### config.mk
export PLATFORM = sky130hd
export DESIGN_NAME = obstacle_sector_accumulator
export DESIGN_NICKNAME = d
export VERILOG_FILES = /design/src/rtl/core/osa_pkg.sv /design/src/rtl/core/obstacle_sector_accumulator.sv
export SDC_FILE = /design/constraint.sdc
export NUM_CORES = 1
export LEC_CHECK = 0
export ABC_AREA = 0
export BUFFER_PORTS_ARGS = -buffer_cell sky130_fd_sc_hd__buf_4
export CAP_MARGIN = 15
export CELL_PAD_IN_SITES_DETAIL_PLACEMENT = 1
export CELL_PAD_IN_SITES_GLOBAL_PLACEMENT = 1
export CORE_MARGIN = 5
export CORE_UTILIZATION = 52
export DETAILED_ROUTE_END_ITERATION = 6
export GPL_TIMING_DRIVEN = 0
export PLACE_DENSITY = 0.95
export SYNTH_ARGS = -nofsm -noshare
export SYNTH_HDL_FRONTEND = slang
export SYNTH_SLANG_ARGS = --single-unit
### constraint.sdc
create_clock -name clk -period 19.6 [get_ports clk]
set_input_delay 1.96 -clock clk [delete_from_list [all_inputs] [get_ports clk]]
set_output_delay 1.96 -clock clk [all_outputs]
set_load 0.05 [all_outputs]
### src/rtl/core/osa_pkg.sv
// Shared types, constants and the bypass lookup for the obstacle sector accumulator.
// No dependencies; used by obstacle_sector_accumulator and its checker.
`default_nettype none
package osa_pkg;

	localparam int RANGE_W   = 16;
	localparam int THRESH_W  = 12;
	localparam int WINDOW_W  = 10;
	localparam int HLIMIT_W  = 15;
	localparam int INDEX_W   = 10;
	localparam int HEADING_W = 16;
	localparam int COUNT_W   = 13;
	localparam int SECTORS   = 3;
	localparam int CFG_IDX_W = 2;
	localparam int CFG_DATA_W = 16;
	localparam int S_DATA_W  = 48;
	localparam int M_DATA_W  = 8;

	typedef enum logic [CFG_IDX_W-1:0] {
		REG_OBSTACLE_DIST = 2'd0,
		REG_ACT_THRESH    = 2'd1,
		REG_WINDOW        = 2'd2,
		REG_HEAD_LIMIT    = 2'd3
	} cfg_reg_t;

	localparam logic [RANGE_W-1:0]  OBSTACLE_DIST_RST = 16'd10000;
	localparam logic [THRESH_W-1:0] ACT_THRESH_RST    = 12'd1500;
	localparam logic [WINDOW_W-1:0] WINDOW_RST        = 10'd150;
	localparam logic [HLIMIT_W-1:0] HEAD_LIMIT_RST    = 15'd300;

	typedef logic [COUNT_W-1:0] count_t;

	typedef struct packed {
		logic        evaluated;
		logic        bypass_req;
		logic signed [2:0] bypass_direction;
		logic [2:0]  sector_flags;
	} result_t;

	// Eight-way bypass table indexed by the sector flags (bit 0 = sector 0).
	function automatic logic signed [2:0] bypass_lookup(input logic [2:0] flags);
		logic signed [2:0] dir;
		case (flags)
			3'd0:    dir = 3'sd0;
			3'd1:    dir = 3'sd1;
			3'd2:    dir = 3'sd1;
			3'd3:    dir = 3'sd2;
			3'd4:    dir = -3'sd1;
			3'd5:    dir = 3'sd0;
			3'd6:    dir = -3'sd2;
			3'd7:    dir = 3'sd3;
			default: dir = 3'sd0;
		endcase
		return dir;
	endfunction

endpackage
`default_nettype wire

### src/rtl/core/obstacle_sector_accumulator.sv
// Obstacle sector accumulator: three evidence counters fed by range samples,
// evaluated into sector flags and a bypass direction. Uses osa_pkg.
// A request passes through the input register, then the result register.
// Throughput: one request per cycle unless the result side stalls; the counter read-modify-write sits between them.
// Back pressure on the result side stalls the input register only when both are full.
// arst_n clears counters, valid flags and configuration to their defaults at once.
`default_nettype none
module obstacle_sector_accumulator (
	input  wire logic                             clk,
	input  wire logic                             arst_n,
	// s_tdata: range_mm[15:0], sample_index[25:16], heading_error_mrad[41:26], zero pad
	input  wire logic [osa_pkg::S_DATA_W-1:0]     s_tdata,
	// s_tuser: mode
	input  wire logic                             s_tuser,
	input  wire logic                             s_tvalid,
	output logic                                  s_tready,
	// m_tdata: sector_flags[2:0], bypass_direction[5:3], bypass_req[6], evaluated[7]
	output logic [osa_pkg::M_DATA_W-1:0]          m_tdata,
	output logic                                  m_tvalid,
	input  wire logic                             m_tready,
	input  wire logic                             cfg_valid,
	output logic                                  cfg_ready,
	input  wire logic [osa_pkg::CFG_IDX_W-1:0]    cfg_index,
	input  wire logic [osa_pkg::CFG_DATA_W-1:0]   cfg_data
);

	logic [osa_pkg::RANGE_W-1:0]  obstacle_dist_q;
	logic [osa_pkg::THRESH_W-1:0] act_thresh_q;
	logic [osa_pkg::WINDOW_W-1:0] window_q;
	logic [osa_pkg::HLIMIT_W-1:0] head_limit_q;

	osa_pkg::count_t counter_q [osa_pkg::SECTORS];

	logic                            valid_s1;
	logic                            mode_s1;
	logic [osa_pkg::RANGE_W-1:0]     range_s1;
	logic [osa_pkg::INDEX_W-1:0]     index_s1;
	logic [osa_pkg::HEADING_W-1:0]   heading_s1;

	logic                            out_valid_q;
	osa_pkg::result_t                result_q;

	logic                            advance;
	logic [osa_pkg::INDEX_W+1:0]     scaled_idx;
	logic [1:0]                      sector;
	osa_pkg::count_t                 cur_count;
	logic [osa_pkg::COUNT_W:0]       bumped;
	logic [osa_pkg::COUNT_W:0]       decayed;
	logic                            hit;
	logic [osa_pkg::HEADING_W-1:0]   head_mag;
	logic                            suppressed;
	logic [2:0]                      flags;
	logic signed [2:0]               dir;
	osa_pkg::result_t                result_d;

	assign cfg_ready = 1'b1;
	assign advance   = valid_s1 && (!out_valid_q || m_tready);
	assign s_tready  = !valid_s1 || advance;
	assign m_tvalid  = out_valid_q;
	assign m_tdata   = result_q;

	always_comb begin
		scaled_idx = {2'b00, index_s1} + {1'b0, index_s1, 1'b0};
		if (scaled_idx < {2'b00, window_q}) begin
			sector = 2'd0;
		end else if (scaled_idx < {1'b0, window_q, 1'b0}) begin
			sector = 2'd1;
		end else begin
			sector = 2'd2;
		end
		case (sector)
			2'd0:    cur_count = counter_q[0];
			2'd1:    cur_count = counter_q[1];
			default: cur_count = counter_q[2];
		endcase
		hit = (range_s1 <= obstacle_dist_q) && (cur_count < {act_thresh_q, 1'b0});
		bumped = hit ? ({1'b0, cur_count} + 14'd3) : {1'b0, cur_count};
		decayed = (bumped != '0) ? (bumped - 14'd1) : bumped;

		// magnitude fits 16 bits unsigned, -32768 gives 32768
		head_mag = heading_s1[osa_pkg::HEADING_W-1] ? (~heading_s1 + 16'd1) : heading_s1;
		suppressed = head_mag > {1'b0, head_limit_q};
		for (int k = 0; k < osa_pkg::SECTORS; k++) begin
			flags[k] = counter_q[k] > {1'b0, act_thresh_q};
		end
		dir = osa_pkg::bypass_lookup(flags);

		result_d = '0;
		if (mode_s1 && !suppressed) begin
			result_d.sector_flags     = flags;
			result_d.bypass_direction = dir;
			result_d.bypass_req       = (dir != 3'sd0);
			result_d.evaluated        = 1'b1;
		end
	end

	always_ff @(posedge clk or negedge arst_n) begin
		if (!arst_n) begin
			obstacle_dist_q <= osa_pkg::OBSTACLE_DIST_RST;
			act_thresh_q    <= osa_pkg::ACT_THRESH_RST;
			window_q        <= osa_pkg::WINDOW_RST;
			head_limit_q    <= osa_pkg::HEAD_LIMIT_RST;
		end else if (cfg_valid && cfg_ready) begin
			case (osa_pkg::cfg_reg_t'(cfg_index))
				osa_pkg::REG_OBSTACLE_DIST: obstacle_dist_q <= cfg_data;
				osa_pkg::REG_ACT_THRESH:    act_thresh_q <= cfg_data[osa_pkg::THRESH_W-1:0];
				osa_pkg::REG_WINDOW:        window_q <= cfg_data[osa_pkg::WINDOW_W-1:0];
				osa_pkg::REG_HEAD_LIMIT:    head_limit_q <= cfg_data[osa_pkg::HLIMIT_W-1:0];
				default: ;
			endcase
		end
	end

	always_ff @(posedge clk or negedge arst_n) begin
		if (!arst_n) begin
			for (int k = 0; k < osa_pkg::SECTORS; k++) begin
				counter_q[k] <= '0;
			end
		end else if (advance && !mode_s1) begin
			counter_q[sector] <= decayed[osa_pkg::COUNT_W-1:0];
		end
	end

	always_ff @(posedge clk or negedge arst_n) begin
		if (!arst_n) begin
			valid_s1 <= 1'b0;
		end else if (s_tready) begin
			valid_s1 <= s_tvalid;
		end
	end

	always_ff @(posedge clk) begin
		if (s_tvalid && s_tready) begin
			mode_s1    <= s_tuser;
			range_s1   <= s_tdata[15:0];
			index_s1   <= s_tdata[25:16];
			heading_s1 <= s_tdata[41:26];
		end
	end

	always_ff @(posedge clk or negedge arst_n) begin
		if (!arst_n) begin
			out_valid_q <= 1'b0;
		end else if (advance) begin
			out_valid_q <= 1'b1;
		end else if (m_tready) begin
			out_valid_q <= 1'b0;
		end
	end

	always_ff @(posedge clk) begin
		if (advance) begin
			result_q <= result_d;
		end
	end

endmodule
`default_nettype wire

==> results.yml <==
pwr:
  p_per_area_nw_per_um2: 154
  power.switching_w: 0.000813
  total_leakage_power_nw: 5.02
  power.share.switching: 0.470
  share_clk_of_total_power: 0.216
  p_int_w: 0.000917
  combinational_group_share_of_total_power: 0.504
  worst_ir_drop_vdd_v: 0.0000835
  seq_power_share: 0.280
cells_and_area:
  finish.net_count: 1208
  finalCoreUtilization: 0.606
  ff_latch_area_um2: 3910
  fraction_of_final_layout_cells_sized_beyond_drive_strength_1: 0.224
  area_of_the_multi_input_gates_um2: 5430
  antennaDiodeCount: 0
  final.fill_count: 1916
  areaGrowthSynthToFinish_pct: 15.7
run_status:
  violations: "DRC"
  run_status: "finished, violations left"
yosys:
  fraction_of_the_yosys_area_taken_by_sequential_cells: 0.401
  yosys.cell_types.count: 72
  cell_count_after_synthesis: 929
  synthArstFlopShare: 0.648
  top_cells_by_area_in_the_synthesized_netlist: "dfrtp_1 19%, edfxtp_1 16%, ha_1 14%, mux2_2 8.8%, dfstp_2 5.4%"
  yosys.area.top_type_share: 0.190
  netlist_area_before_placement_um2: 9740
  synth-seq-cells: 145
  synth_enable_flop_cells: 51
  synth_fp_nets: 1112
  synth_most_common_cell: "ha_1"
  yosys_warnings: 0
  syn_area_per_cell_um2: 10.5
  synth_commonest_cells: "110 x ha_1, 76 x mux2_2, 74 x dfrtp_1, 74 x inv_1, 54 x nand2_1"
  synth_ff_type: "dfrtp_1"
  synth_area_leader: "dfrtp_1"
worst_setup_path:
  timing.critical_path.slowest_cell_delay_ns: 1.00
  r2r.worst_path.cells: 29
  reg2reg_from: "index_s1[2]"
  timing.critical_path.required_ns: 19.99
  timing_worst_setup_path_type: "reg -> reg"
  rr_endpoint: "counter_q[33]"
  critical_path.startpoint: "index_s1[2]"
  endpoint: "counter_q[33]"
  r2r_setup_slack_ns: 8.41
  arrival_ns: 11.57
  worst-path-max-fanout: 10
  timing.critical_path.from_type: "flop"
  setup.worst_path.end_class: "flop"
  critical-path-slowest-cell: "nor3_1"
cts:
  master_cell_of_the_clock_root_buffer: "clkbuf_16"
  clkSlewWorstSetupHoldPaths_ns: 0.08
  post_cts_resized: 0
  ctsLongestPathBuffers: 2
  clock_tree_from_tritoncts: "built"
  clk_latency_ns: 0.46
  cts_sinks: 145
  clock_tree.htree_level_count: 4
  postCtsHoldBufs: 0
  post-cts-setup-buffer-count: 0
  tritoncts.num_buffers: 17
detailed_routing:
  detail_route.iter0.violations: 1142
  drt_pre_antenna_iters: 7
  drtAntennaViolNets: 0
  route.detailed.vias_per_inst: 7.22
  detail_route.drc_violations: 24
  drt_wl_total_um: 41800
  wl_per_cell_um: 32.8
  dr_total_vias: 9190
global_route:
  grt_max_degree: 95
  grt_util_all_layers: 0.388
  grt_pass1_wl_um: 63300
  globalRoute.totalOverflow: 0
  grt_use_met2: 0.623
  global_route.usage.met3: 0.127
  grt.busiest_layer: "met2"
  use_met1: 0.424
  via_count_of_the_first_global_routing_pass: 10200
  number_of_antenna_violations_at_the_first_check_in_global_routing: 1
timing:
  min_period_over_period: 0.571
  finalCriticalPeriod_ns: 11.19
  rsz0062_at_grt: "false"
  report.final.slew_viol_count: 0
  max_freq_mhz: 89.4
  timing_worst_slew_pin_value_ns: 1.18
  finalHoldViolCount: 0
  finalSetupTns_ns: 0
  setup-violations-final: 0
  timing.max_slew.rel_slack: 0.207
  worst_clock_skew_ns: 0.0182
die:
  area_enclosed_by_the_die_boundary_um2: 21600
  die_h_um: 147
  fp-row-count: 50
  die_w_um: 147
  initial_utilization: 0.524
  design.core.area_um2: 18600
  top_level_ports: 83
placed_design:
  place_hpwl_um: 24800
  place.port_buffers: 75
  gp_congestion: 0.948
min_path:
  min-delay-path-class: "reg -> reg"
run:
  drv_cap: 0
==> power groups by stage <==
stage,clock (W),combinational (W),sequential [W]
finish,0.000373,0.000872,0.000485
global route,0.000383,0.000908,0.000483
CTS,0.000368,0.000825,0.000474
detailed placement,0,0.000756,0.000469
global placement,0,0.000691,0.000461
floorplan,0,0.000527,0.000445
==> stage by stage <==
stage	area, µm²	setup WS (ns)	instances	hold WS (ns)	power (W)
6_report	11300	8.41	1272	0.522	0.00173
5_1_grt	11300	8.24	1272	0.544	0.00177
4_1_cts	11300	9.36	1271	0.522	0.00167
3_5_place_dp	10600	9.77	1239	0.497	0.00123
3_3_place_gp	10600	10.06	1238	0.465	0.00115
2_1_floorplan	9740	12.04	929	0.457	0.000973
==> worst max-delay path, delay by kind of cell (launching register included) <==
family | cells | cell delay, ns
xor+xnor | 2 | 1.06
compound gates | 9 | 3.34
buf+inv | 5 | 1.69
fa+ha+maj | 4 | 1.50
mux | 2 | 0.52
flops | 1 | 0.47
simple gates | 7 | 2.51
==> layout by cell type, fill, tap and decap left out, types with 6 or more instances in the layout <==
cell       synthesis  final
a211oi_1           7      7
a21o_1            25     25
a21oi_1           44     44
and3_1             7      7
buf_2              7      7
buf_4              1     75
clkbuf_1          14     14
clkbuf_16          0     17
dfrtp_1           74     74
dfstp_2           20     20
edfxtp_1          51     51
ha_1             110    110
inv_1             74     74
mux2_2            76     76
mux2i_1           20     20
nand2_1           54     54
nand2b_1          18     18
nand3_1           22     22
nand4_1           30     30
nor2_1            25     25
nor2b_1           12     12
nor3_1            27     27
o211ai_1           9      9
o21a_1             9      9
o21ai_0           51     51
o31ai_1            6      6
or3_1             11     11
xnor2_1           34     34
xor2_1             9      9
==> sequential cells by signal (all words and copies together) (netlist names) <==
name             flops
mode_s1              1
m_tdata              8
index_s1            10
range_s1            16
window_q            10
counter_q           39
obstacle_dist_q     16
valid_s1             1
act_thresh_q        12
m_tvalid             1
heading_s1          16
head_limit_q        15
==> cell type report <==
type / count / share of cell area
Inverter: 75 / 0.0250
Buffer: 25 / 0.0108
Tap cell: 234 / 0.0260
Timing Repair Buffer: 77 / 0.0527
Clock buffer: 17 / 0.0378
Clock inverter: 15 / 0.0191
Sequential cell: 145 / 0.347
Multi-Input combinational cell: 684 / 0.482
==> cells by family after synthesis <==
group | after synthesis | synth area share
multiplexers | 97 | 0.111
AO/OA/AOI/OAI | 190 | 0.129
AND/OR/NAND/NOR | 241 | 0.133
flip-flops | 145 | 0.401
adder cells (fa/ha/maj) | 111 | 0.143
buffers and inverters | 100 | 0.0414
other | 1 | 0.000385
XOR/XNOR | 44 | 0.0410
==> layer usage <==
layer	wire, µm	vias up
met4	4000	0
met3	4630	357
met1	14000	4372
met2	19100	848
met5	0	-
li1	-	3613
==> worst min path at each step <==
stage                     startpoint                to  depth (start not counted)
floorplan                   valid_s1          m_tvalid                          1
global placement            valid_s1          m_tvalid                          1
detailed placement       window_q[3]       window_q[3]                          1
CTS                  head_limit_q[0]   head_limit_q[0]                          1
global route        act_thresh_q[11]  act_thresh_q[11]                          1
finish               head_limit_q[0]   head_limit_q[0]                          1
Power figures use the tool's default switching activity.
